### config.mk
export PLATFORM = sky130hd
export DESIGN_NAME = media_player_transport_control
export DESIGN_NICKNAME = d
export VERILOG_FILES = /design/src/rtl/mptc_pkg.sv /design/src/rtl/mptc_vol.sv /design/src/rtl/mptc_ctrl.sv /design/src/rtl/media_player_transport_control.sv
export SDC_FILE = /design/constraint.sdc
export NUM_CORES = 1
export LEC_CHECK = 0
export BUFFER_PORTS_ARGS = -buffer_cell sky130_fd_sc_hd__buf_2
export CAP_MARGIN = 5
export CORE_MARGIN = 1
export CORE_UTILIZATION = 59
export CTS_BUF_LIST = sky130_fd_sc_hd__clkbuf_4 sky130_fd_sc_hd__clkbuf_8
export CTS_CLUSTER_DIAMETER = 100
export CTS_CLUSTER_SIZE = 28
export DETAILED_ROUTE_END_ITERATION = 10
export PLACE_DENSITY = 0.87
export SETUP_SLACK_MARGIN = 0.02
export SLEW_MARGIN = 20
export SYNTH_ARGS = -nofsm -noshare
export SYNTH_HDL_FRONTEND = slang
export SYNTH_SLANG_ARGS = --single-unit
### constraint.sdc
create_clock -name clk -period 4.29 [get_ports clk]
set_input_delay 0.2145 -clock clk [delete_from_list [all_inputs] [get_ports clk]]
set_output_delay 0.2145 -clock clk [all_outputs]
set_load 0.02 [all_outputs]
### src/rtl/mptc_pkg.sv
`timescale 1ns / 1ps
// Package for the media player transport control block.
// Field widths, event/action/mode codes and the types shared by the RTL modules.
package mptc_pkg;

	// fixed field widths
	localparam int CNT_W   = 11;
	localparam int FUNC_W  = 4;
	localparam int FAULT_W = 4;
	localparam int ACT_W   = 3;
	localparam int MODE_W  = 3;
	localparam int TRK_W   = 10;
	localparam int ERR_W   = 4;
	localparam int VOLO_W  = 5;
	localparam int GAIN_W  = 16;

	localparam int GAIN_ONE = 32'h8000;

	// parameter defaults
	localparam int MAX_TRACKS_DEF     = 1024;
	localparam int VOLUME_STEPS_DEF   = 16;
	localparam int DEFAULT_VOLUME_DEF = 12;

	// stream payload widths
	localparam int IN_FIELDS_W  = FUNC_W + 1 + FAULT_W;
	localparam int IN_TDATA_W   = ((IN_FIELDS_W + 7) / 8) * 8;
	localparam int OUT_FIELDS_W = ACT_W + MODE_W + TRK_W + ERR_W + 1 + VOLO_W + GAIN_W;
	localparam int OUT_TDATA_W  = ((OUT_FIELDS_W + 7) / 8) * 8;

	typedef enum logic [FUNC_W-1:0] {
		FN_BEGIN       = 4'd0,
		FN_LOADED      = 4'd1,
		FN_PREFILLED   = 4'd2,
		FN_PREV        = 4'd3,
		FN_NEXT        = 4'd4,
		FN_PLAY_PAUSE  = 4'd5,
		FN_VOL_DOWN    = 4'd6,
		FN_VOL_UP      = 4'd7,
		FN_NATURAL_END = 4'd8,
		FN_FAIL        = 4'd9
	} func_t;

	typedef enum logic [ACT_W-1:0] {
		ACT_NONE   = 3'd0,
		ACT_LOAD   = 3'd1,
		ACT_START  = 3'd2,
		ACT_PAUSE  = 3'd3,
		ACT_RESUME = 3'd4,
		ACT_VOLUME = 3'd5,
		ACT_STOP   = 3'd6
	} action_t;

	// player mode, one-hot
	typedef enum logic [6:0] {
		MODE_EMPTY      = 7'b0000001,
		MODE_STOPPED    = 7'b0000010,
		MODE_LOADING    = 7'b0000100,
		MODE_PREFILLING = 7'b0001000,
		MODE_PLAYING    = 7'b0010000,
		MODE_PAUSED     = 7'b0100000,
		MODE_ERROR      = 7'b1000000
	} mode_t;

	// mode codes as seen on the result stream
	localparam logic [MODE_W-1:0] MC_EMPTY      = 3'd0;
	localparam logic [MODE_W-1:0] MC_STOPPED    = 3'd1;
	localparam logic [MODE_W-1:0] MC_LOADING    = 3'd2;
	localparam logic [MODE_W-1:0] MC_PREFILLING = 3'd3;
	localparam logic [MODE_W-1:0] MC_PLAYING    = 3'd4;
	localparam logic [MODE_W-1:0] MC_PAUSED     = 3'd5;
	localparam logic [MODE_W-1:0] MC_ERROR      = 3'd6;

	typedef struct packed {
		logic [FAULT_W-1:0] fault_code;
		logic               loop_request;
		logic [FUNC_W-1:0]  func;
	} evt_t;

	typedef struct packed {
		logic up;
		logic down;
	} vol_cmd_t;

	typedef struct packed {
		logic at_min;
		logic at_max;
	} vol_stat_t;

	function automatic logic [MODE_W-1:0] mode_code(input mode_t m);
		logic [MODE_W-1:0] c;
		unique case (m)
			MODE_EMPTY:      c = MC_EMPTY;
			MODE_STOPPED:    c = MC_STOPPED;
			MODE_LOADING:    c = MC_LOADING;
			MODE_PREFILLING: c = MC_PREFILLING;
			MODE_PLAYING:    c = MC_PLAYING;
			MODE_PAUSED:     c = MC_PAUSED;
			MODE_ERROR:      c = MC_ERROR;
			default:         c = MC_EMPTY;
		endcase
		return c;
	endfunction

endpackage

### src/rtl/mptc_vol.sv
`timescale 1ns / 1ps
// Volume step register and Q15 gain tracker.
// Gain is kept as quotient and remainder of step*0x8000/VOLUME_STEPS; uses mptc_pkg.
module mptc_vol
	import mptc_pkg::*;
#(
	parameter int VOLUME_STEPS   = VOLUME_STEPS_DEF,
	parameter int DEFAULT_VOLUME = DEFAULT_VOLUME_DEF
) (
	input  logic              clk,
	input  logic              arst_n,
	input  logic              reinit,
	input  vol_cmd_t          cmd,
	output vol_stat_t         stat,
	output logic [VOLO_W-1:0] volume_level,
	output logic [GAIN_W-1:0] volume_gain
);

	localparam int VOL_MAX = (DEFAULT_VOLUME > VOLUME_STEPS) ? DEFAULT_VOLUME : VOLUME_STEPS;
	localparam int VW      = $clog2(VOL_MAX + 1);
	localparam int RW      = (VOLUME_STEPS > 1) ? $clog2(VOLUME_STEPS) : 1;
	localparam int SW      = RW + 1;
	localparam int Q0      = GAIN_ONE / VOLUME_STEPS;
	localparam int R0      = GAIN_ONE % VOLUME_STEPS;
	localparam int MIN_DEF = (DEFAULT_VOLUME > VOLUME_STEPS) ? VOLUME_STEPS : DEFAULT_VOLUME;
	localparam int G_DEF   = (MIN_DEF * GAIN_ONE) / VOLUME_STEPS;
	localparam int R_DEF   = (MIN_DEF * GAIN_ONE) % VOLUME_STEPS;

	logic [VW-1:0]     vol_q;
	logic [GAIN_W-1:0] gain_q;
	logic [RW-1:0]     rem_q;
	logic [SW-1:0]     rem_up;
	logic [SW-1:0]     rem_dn;
	logic              up_wrap;
	logic              dn_borrow;
	logic              gain_dn_en;

	assign stat.at_min = (vol_q == '0);
	assign stat.at_max = (32'(vol_q) >= 32'(VOLUME_STEPS));

	// step up: remainder grows by R0, carries once at most
	assign rem_up  = SW'(rem_q) + SW'(R0);
	assign up_wrap = (32'(rem_up) >= 32'(VOLUME_STEPS));
	// step down: borrow one from the quotient when the remainder underflows
	assign dn_borrow = (32'(rem_q) < 32'(R0));
	assign rem_dn    = dn_borrow ? (SW'(rem_q) + SW'(VOLUME_STEPS) - SW'(R0))
	                             : (SW'(rem_q) - SW'(R0));
	// above the step count the gain is pinned at full scale
	assign gain_dn_en = (32'(vol_q) <= 32'(VOLUME_STEPS));

	always_ff @(posedge clk or negedge arst_n) begin
		if (!arst_n) begin
			vol_q  <= VW'(DEFAULT_VOLUME);
			gain_q <= GAIN_W'(G_DEF);
			rem_q  <= RW'(R_DEF);
		end else if (reinit) begin
			vol_q  <= VW'(DEFAULT_VOLUME);
			gain_q <= GAIN_W'(G_DEF);
			rem_q  <= RW'(R_DEF);
		end else if (cmd.up) begin
			vol_q <= vol_q + VW'(1);
			if (up_wrap) begin
				gain_q <= gain_q + GAIN_W'(Q0 + 1);
				rem_q  <= RW'(rem_up - SW'(VOLUME_STEPS));
			end else begin
				gain_q <= gain_q + GAIN_W'(Q0);
				rem_q  <= RW'(rem_up);
			end
		end else if (cmd.down) begin
			vol_q <= vol_q - VW'(1);
			if (gain_dn_en) begin
				gain_q <= gain_q - (dn_borrow ? GAIN_W'(Q0 + 1) : GAIN_W'(Q0));
				rem_q  <= RW'(rem_dn);
			end
		end
	end

	assign volume_level = VOLO_W'(vol_q);
	assign volume_gain  = gain_q;

`ifndef SYNTHESIS
	a_gain_range: assert property (@(posedge clk) disable iff (!arst_n)
		32'(gain_q) <= GAIN_ONE)
		else $error("volume gain above full scale");
	a_rem_range: assert property (@(posedge clk) disable iff (!arst_n)
		32'(rem_q) < 32'(VOLUME_STEPS) || VOLUME_STEPS == 1)
		else $error("gain remainder out of range");
	a_full_at_top: assert property (@(posedge clk) disable iff (!arst_n)
		stat.at_max |-> (32'(gain_q) == GAIN_ONE))
		else $error("gain not full scale at top step");
	a_single_step: assert property (@(posedge clk) disable iff (!arst_n)
		!(cmd.up && cmd.down))
		else $error("volume up and down in the same cycle");
`endif

endmodule

### src/rtl/mptc_ctrl.sv
`timescale 1ns / 1ps
// Transport state: mode, selected track, error code, loop flag and track count.
// Decodes one event per advance and issues volume commands; uses mptc_pkg.
module mptc_ctrl
	import mptc_pkg::*;
#(
	parameter int MAX_TRACKS = MAX_TRACKS_DEF
) (
	input  logic              clk,
	input  logic              arst_n,
	input  logic              cfg_we,
	input  logic [CNT_W-1:0]  cfg_count,
	input  logic              adv,
	input  evt_t              evt,
	input  vol_stat_t         vstat,
	output vol_cmd_t          vcmd,
	output action_t           action_d,
	output logic [MODE_W-1:0] player_mode,
	output logic [TRK_W-1:0]  track_index,
	output logic [ERR_W-1:0]  error_status,
	output logic              loop_active
);

	mode_t              mode_q, mode_d;
	logic [CNT_W-1:0]   tc_q;
	logic [CNT_W-1:0]   sel_q, sel_d;
	logic [ERR_W-1:0]   err_q, err_d;
	logic               loop_q, loop_d;
	logic [CNT_W-1:0]   tc_new;
	logic [CNT_W:0]     sel_inc;
	logic [CNT_W-1:0]   sel_fwd;
	logic [CNT_W-1:0]   sel_back;
	logic               have_tracks;
	logic               begin_ok;
	logic               vol_up_d;
	logic               vol_dn_d;

	assign tc_new = (32'(cfg_count) > 32'(MAX_TRACKS)) ? CNT_W'(MAX_TRACKS) : cfg_count;

	assign have_tracks = (tc_q != '0);
	assign begin_ok    = have_tracks && (mode_q == MODE_STOPPED || mode_q == MODE_ERROR);
	assign sel_inc     = {1'b0, sel_q} + (CNT_W+1)'(1);
	assign sel_fwd     = (sel_inc >= {1'b0, tc_q}) ? '0 : sel_inc[CNT_W-1:0];
	assign sel_back    = (sel_q == '0 || sel_q >= tc_q) ? (tc_q - CNT_W'(1))
	                                                    : (sel_q - CNT_W'(1));

	always_comb begin
		mode_d   = mode_q;
		sel_d    = sel_q;
		err_d    = err_q;
		loop_d   = loop_q;
		action_d = ACT_NONE;
		vol_up_d = 1'b0;
		vol_dn_d = 1'b0;
		unique case (func_t'(evt.func)) inside
			FN_BEGIN: begin
				if (begin_ok) begin
					mode_d   = MODE_LOADING;
					err_d    = '0;
					loop_d   = 1'b0;
					action_d = ACT_LOAD;
				end
			end
			FN_LOADED: begin
				if (mode_q == MODE_LOADING) begin
					mode_d = MODE_PREFILLING;
					loop_d = evt.loop_request;
				end
			end
			FN_PREFILLED: begin
				if (mode_q == MODE_PREFILLING) begin
					mode_d   = MODE_PLAYING;
					action_d = ACT_START;
				end
			end
			FN_PREV, FN_NEXT: begin
				if (have_tracks) begin
					sel_d    = (func_t'(evt.func) == FN_NEXT) ? sel_fwd : sel_back;
					mode_d   = MODE_LOADING;
					err_d    = '0;
					loop_d   = 1'b0;
					action_d = ACT_LOAD;
				end
			end
			FN_PLAY_PAUSE: begin
				if (mode_q == MODE_PLAYING) begin
					mode_d   = MODE_PAUSED;
					action_d = ACT_PAUSE;
				end else if (mode_q == MODE_PAUSED) begin
					mode_d   = MODE_PLAYING;
					action_d = ACT_RESUME;
				end else if (begin_ok) begin
					mode_d   = MODE_LOADING;
					err_d    = '0;
					loop_d   = 1'b0;
					action_d = ACT_LOAD;
				end
			end
			FN_VOL_DOWN: begin
				if (!vstat.at_min) begin
					vol_dn_d = 1'b1;
					action_d = ACT_VOLUME;
				end
			end
			FN_VOL_UP: begin
				if (!vstat.at_max) begin
					vol_up_d = 1'b1;
					action_d = ACT_VOLUME;
				end
			end
			FN_NATURAL_END: begin
				if (mode_q == MODE_PLAYING && !loop_q && have_tracks) begin
					sel_d    = sel_fwd;
					mode_d   = MODE_LOADING;
					err_d    = '0;
					loop_d   = 1'b0;
					action_d = ACT_LOAD;
				end
			end
			FN_FAIL: begin
				if (evt.fault_code != '0) begin
					mode_d   = MODE_ERROR;
					err_d    = evt.fault_code;
					loop_d   = 1'b0;
					action_d = ACT_STOP;
				end
			end
			default: begin
				// unused event codes leave everything as is
			end
		endcase
	end

	assign vcmd.up   = adv && vol_up_d;
	assign vcmd.down = adv && vol_dn_d;

	always_ff @(posedge clk or negedge arst_n) begin
		if (!arst_n) begin
			mode_q <= MODE_EMPTY;
			tc_q   <= '0;
			sel_q  <= '0;
			err_q  <= '0;
			loop_q <= 1'b0;
		end else if (cfg_we) begin
			tc_q   <= tc_new;
			mode_q <= (tc_new == '0) ? MODE_EMPTY : MODE_STOPPED;
			sel_q  <= '0;
			err_q  <= '0;
			loop_q <= 1'b0;
		end else if (adv) begin
			mode_q <= mode_d;
			sel_q  <= sel_d;
			err_q  <= err_d;
			loop_q <= loop_d;
		end
	end

	assign player_mode  = mode_code(mode_q);
	assign track_index  = sel_q[TRK_W-1:0];
	assign error_status = err_q;
	assign loop_active  = loop_q;

`ifndef SYNTHESIS
	a_err_iff_error_mode: assert property (@(posedge clk) disable iff (!arst_n)
		(err_q != '0) == (mode_q == MODE_ERROR))
		else $error("error code and error mode disagree");
	a_loop_only_active: assert property (@(posedge clk) disable iff (!arst_n)
		loop_q |-> (mode_q == MODE_PREFILLING || mode_q == MODE_PLAYING ||
		            mode_q == MODE_PAUSED))
		else $error("loop flag set outside a loaded track");
	a_sel_in_range: assert property (@(posedge clk) disable iff (!arst_n)
		have_tracks |-> (sel_q < tc_q))
		else $error("selected track beyond track count");
`endif

endmodule

### src/rtl/media_player_transport_control.sv
`timescale 1ns / 1ps
// Media player transport control, top level: input and result registers around
// the transport state (mptc_ctrl) and the volume/gain tracker (mptc_vol); uses mptc_pkg.
//
// Usage:
//  - cfg_valid/cfg_ready/cfg_data writes the track count (11 bits, saturated at
//    MAX_TRACKS) and reinitializes the player; cfg_ready is always high. Write it
//    only while no item is in flight.
//  - s_tvalid/s_tready/s_tdata carries one event item; m_tvalid/m_tready/m_tdata
//    carries exactly one result item per event, in order.
//  - An accepted item lands in the input register; on an advance its event is
//    decoded, the state registers update and the result register loads. The
//    result is registered and can be taken while m_tvalid is high.
//  - Throughput is one item per cycle: the input register advances whenever the
//    result register is empty or being drained in the same cycle.
//  - If m_tready is held low, the result holds, the input register fills, and
//    then s_tready drops until the result is taken. Nothing is dropped.
//  - Reset (arst_n low) clears both registers, sets the track count to zero,
//    the mode to empty, track, error and loop to zero, and the volume to
//    DEFAULT_VOLUME.
module media_player_transport_control
	import mptc_pkg::*;
#(
	parameter int MAX_TRACKS     = MAX_TRACKS_DEF,
	parameter int VOLUME_STEPS   = VOLUME_STEPS_DEF,
	parameter int DEFAULT_VOLUME = DEFAULT_VOLUME_DEF
) (
	input  logic                   clk,
	input  logic                   arst_n,
	input  logic                   cfg_valid,
	output logic                   cfg_ready,
	input  logic [CNT_W-1:0]       cfg_data,
	input  logic                   s_tvalid,
	output logic                   s_tready,
	// func[3:0], loop_request[4], fault_code[8:5], zero pad above
	input  logic [IN_TDATA_W-1:0]  s_tdata,
	output logic                   m_tvalid,
	input  logic                   m_tready,
	// action[2:0], player_mode[5:3], track_index[15:6], error_status[19:16],
	// loop_active[20], volume_level[25:21], volume_gain[41:26], zero pad above
	output logic [OUT_TDATA_W-1:0] m_tdata
);

	localparam int OUT_PAD = OUT_TDATA_W - OUT_FIELDS_W;

	logic              valid_s1;
	evt_t              evt_s1;
	logic              m_valid_q;
	action_t           action_q;
	action_t           action_d;
	logic              adv;
	logic              cfg_we;
	vol_cmd_t          vcmd;
	vol_stat_t         vstat;
	logic [MODE_W-1:0] player_mode;
	logic [TRK_W-1:0]  track_index;
	logic [ERR_W-1:0]  error_status;
	logic              loop_active;
	logic [VOLO_W-1:0] volume_level;
	logic [GAIN_W-1:0] volume_gain;

	assign cfg_ready = 1'b1;
	assign cfg_we    = cfg_valid;

	assign adv      = valid_s1 && (!m_valid_q || m_tready);
	assign s_tready = !valid_s1 || adv;

	always_ff @(posedge clk or negedge arst_n) begin
		if (!arst_n) begin
			valid_s1 <= 1'b0;
		end else if (s_tready) begin
			valid_s1 <= s_tvalid;
		end
	end

	always_ff @(posedge clk) begin
		if (s_tvalid && s_tready) begin
			evt_s1 <= evt_t'(s_tdata[IN_FIELDS_W-1:0]);
		end
	end

	always_ff @(posedge clk or negedge arst_n) begin
		if (!arst_n) begin
			m_valid_q <= 1'b0;
		end else if (adv) begin
			m_valid_q <= 1'b1;
		end else if (m_tready) begin
			m_valid_q <= 1'b0;
		end
	end

	always_ff @(posedge clk) begin
		if (adv) begin
			action_q <= action_d;
		end
	end

	mptc_ctrl #(
		.MAX_TRACKS(MAX_TRACKS)
	) u_ctrl (
		.clk         (clk),
		.arst_n      (arst_n),
		.cfg_we      (cfg_we),
		.cfg_count   (cfg_data),
		.adv         (adv),
		.evt         (evt_s1),
		.vstat       (vstat),
		.vcmd        (vcmd),
		.action_d    (action_d),
		.player_mode (player_mode),
		.track_index (track_index),
		.error_status(error_status),
		.loop_active (loop_active)
	);

	mptc_vol #(
		.VOLUME_STEPS  (VOLUME_STEPS),
		.DEFAULT_VOLUME(DEFAULT_VOLUME)
	) u_vol (
		.clk         (clk),
		.arst_n      (arst_n),
		.reinit      (cfg_we),
		.cmd         (vcmd),
		.stat        (vstat),
		.volume_level(volume_level),
		.volume_gain (volume_gain)
	);

	// state registers change only on an advance or a track count write, so they double as the result payload
	assign m_tvalid = m_valid_q;
	assign m_tdata  = {{OUT_PAD{1'b0}}, volume_gain, volume_level, loop_active,
	                   error_status, track_index, player_mode, action_q};

`ifndef SYNTHESIS
	a_hold_when_stalled: assert property (@(posedge clk) disable iff (!arst_n)
		(m_valid_q && !m_tready) |-> !adv)
		else $error("result overwritten while stalled");
	a_accept_when_empty: assert property (@(posedge clk) disable iff (!arst_n)
		!valid_s1 |-> s_tready)
		else $error("input register empty but not ready");
	a_result_follows: assert property (@(posedge clk) disable iff (!arst_n)
		adv |=> m_valid_q)
		else $error("advanced item produced no result");
`endif

endmodule

==> impl_metrics.yaml <==
clock_tree:
  cts_tree: "done"
  cts_resized: 0
  clkSlewWorstSetupHoldPaths_ns: 0.07
  clockBufferDepth: 2
  root_buffer: "clkbuf_8"
  post_cts_buffers: 0
  worstSkewPairLatency_ns: 0.35
  cts_sinks: 58
  htree_num_levels: 3
  postCtsHoldBufs: 0
  cts_buffers: 9
timing:
  worstMarginPinSlew_ns: 0.725
  fmax_ghz: 0.250
  max_slew_margin_pct: 51.2
  maxSlewViolCount: 0
  rsz0062_at_grt: "no"
  setup_viol: 0
  final.min_clock_period_ns: 4.00
  skew_ns: 0.0135
  tns_ns: 0
  hold_viol: 0
  finalCritPeriodShare_pct: 93.3
cells_and_area:
  nFillCells: 631
  multi_input_area_mm2: 0.00280
  regArea_mm2: 0.00152
  area_growth_pct: 8.19
  layout-drive-gt1-share_pct: 18.3
  n_antenna_cell: 0
  fin_nets: 638
  final_common_cell: "nand2_1"
  final_cell_mix: "nand2_1 (59), buf_2 (56), dfrtp_1 (41)"
drt:
  vias_per_cell: 6.15
  drc_errors: 0
  drtIter0Drc: 348
  vias: 4191
  wl_per_cell_um: 16.0
  first_pass_iters: 6
  drtAntennaViolNets: 0
  wl_um: 10900
grt:
  grt_pass1_vias: 3893
  grt_pass1_wl_um: 18600
  grtUsageTotal_pct: 28.1
  antenna_found_initial: 0
  grt_overflow: 0
  grt_max_degree: 47
worst_setup_path:
  ff2ff_setup_slack_ns: 0.29
  critPathLaunchType: "flip-flop"
  timing.rr.end: "u_ctrl.sel_q[8]"
  worst-endpoint-required_ns: 4.51
  end_kind: "flip-flop"
  r2r_start: "u_ctrl.sel_q[8]"
  critPathArrivalTime_ns: 4.23
  crit_start: "u_ctrl.sel_q[8]"
  cp_max_fo: 11
  endpoint: "u_ctrl.sel_q[8]"
  rr_worst_depth: 15
  crit_type: "flip-flop to flip-flop"
placement:
  gp_congestion: 0.967
  hpwlAfterDp_um: 8100
  io_buffers: 57
floorplan:
  design.core.area_mm2: 0.00773
  die_w_um: 91.3
  die_area_mm2: 0.00834
  initial_utilization_pct: 60.9
  die_h_um: 91.3
  num_io_pins: 83
  rows: 32
synth:
  yosys_warnings: 0
  synth_seq_area_share_pct: 32.2
  avgSynthCellArea_um2: 8.68
  synth-edff-count: 12
  ys_ff_latch: 58
  async_reset_ff_share_pct: 79.3
  ys.flop_type: "dfrtp_1"
  synthCells: 542
  synth_top_area_share_pct: 21.8
  ys_top_cells_by_area: "dfrtp_1 (22%), ha_1 (8.0%), edfxtp_1 (7.7%)"
  netlist_area_mm2: 0.00471
  ys_types: 80
  synth_top_area_cell: "dfrtp_1"
pwr:
  p_leak_nw: 2.32
  pwr_density_cell_mw_per_mm2: 374
  switchingPower_mw: 0.729
  finalPower_mw: 1.90
  swShare_pct: 38.3
  clock_power_share_pct: 27.2
  vdd_drop_max_uv: 241
  pwr-share-seq_pct: 35.4
  combPwrFrac_pct: 37.5
  internal_power_mw: 1.18
flow_run:
  maxCapViolCount: 0
worst_hold_path:
  worstHoldStart: "s_tdata[8]"
  hold_path_class: "input port to flip-flop"
outcome:
  status: "completed"
-- kinds of logic (layout without fill, tap and decap cells) --
kind of cell / after synthesis / count (layout) / share of synthesized area (%)
AND/OR/NAND/NOR: 202 / 202 / 23.2
flip-flops: 58 / 58 / 32.2
AO/OA/AOI/OAI: 122 / 122 / 18.0
XOR/XNOR: 31 / 31 / 5.77
adder cells (fa/ha/maj): 32 / 32 / 8.61
other: 2 / 18 / 0.160
buffers and inverters: 83 / 105 / 9.49
multiplexers: 12 / 12 / 2.58
-- synth_stat cells (11+ instances only) --
| master | n |
|---|---|
| nand2_1 | 59 |
| dfrtp_1 | 41 |
| nor2_1 | 38 |
| buf_4 | 30 |
| ha_1 | 30 |
| a21oi_1 | 29 |
| xnor2_1 | 24 |
| inv_1 | 23 |
| o21ai_0 | 23 |
| clkbuf_1 | 19 |
| nand2b_1 | 17 |
| edfxtp_1 | 12 |
| nand3_1 | 12 |
| nor3_1 | 12 |
| mux2i_1 | 11 |
-- metal layers --
layer | up-vias | global-route usage (%) | part of all wire (%)
met5 | - | 0 | 0
met4 | 0 | 9.79 | 1.5
met3 | 18 | 5.44 | 9.0
met2 | 239 | 44.2 | 46
met1 | 1956 | 38.9 | 44
li1 | 1978 | - | -
-- metrics by stage --
stage	hold slack, ns	cell area, um^2	setup slack (ns)	utilization [%]	instances
after floorplan	-0.0811	4770	0.460	-	558
after global placement	0.391	4880	0.577	63.1	665
after detailed placement	0.393	4880	0.405	63.1	665
after CTS	0.0334	5080	0.377	65.7	681
after global routing	0.0223	5090	0.0569	65.9	682
final	0.0422	5090	0.285	65.9	682
-- worst max-delay path, cell delays in order, from the launching register on --
cell and delay, ns:
dfrtp_1 0.52, ha_1 0.38, a21oi_1 0.17, nor2b_1 0.06
o21ai_0 0.21, o211ai_1 0.26, buf_4 0.28, a21oi_1 0.17
ha_1 0.25, or4b_1 0.53, nor4_1 0.27, xnor2_1 0.16
nand2_1 0.08, mux2i_1 0.20, nor2_1 0.06, a221o_1 0.29
-- worst min-delay path by stage --
stage                     end  slack (ns)  cells past startpoint
finish              evt_s1[8]        0.04                      1
global route        evt_s1[8]        0.02                      1
CTS                 evt_s1[8]        0.03                      1
detailed placement  evt_s1[8]        0.39                      1
global placement    evt_s1[7]        0.39                      1
floorplan            m_tvalid       -0.08                      0
-- sequential cells by signal, summed over array words and instances (netlist names) --
signal and count:
action_q 3, evt_s1 9, m_tvalid 1, u_ctrl.error_status 4, u_ctrl.loop_active 1, u_ctrl.mode_q 7, u_ctrl.sel_q 11, u_ctrl.tc_q 11
u_vol.volume_gain 5, u_vol.volume_level 5, valid_s1 1
-- area by class of cell --
cell class	instances	share of cell area, %
clock buffers	9	2.43
inverters	23	1.70
repair buffers	66	7.03
multi-input cells	417	55.0
flip-flops and latches	58	29.8
well taps	102	2.51
clock inverters	7	1.50
-- power groups by stage --
stage               combinational (mW)  clock, mW  sequential, mW
finish                           0.714      0.517           0.674
global route                     0.788      0.550           0.680
CTS                              0.704      0.521           0.671
detailed placement               0.697          0           0.682
global placement                 0.677          0           0.678
floorplan                        0.572          0           0.658
(Power assumes the default switching activity.)
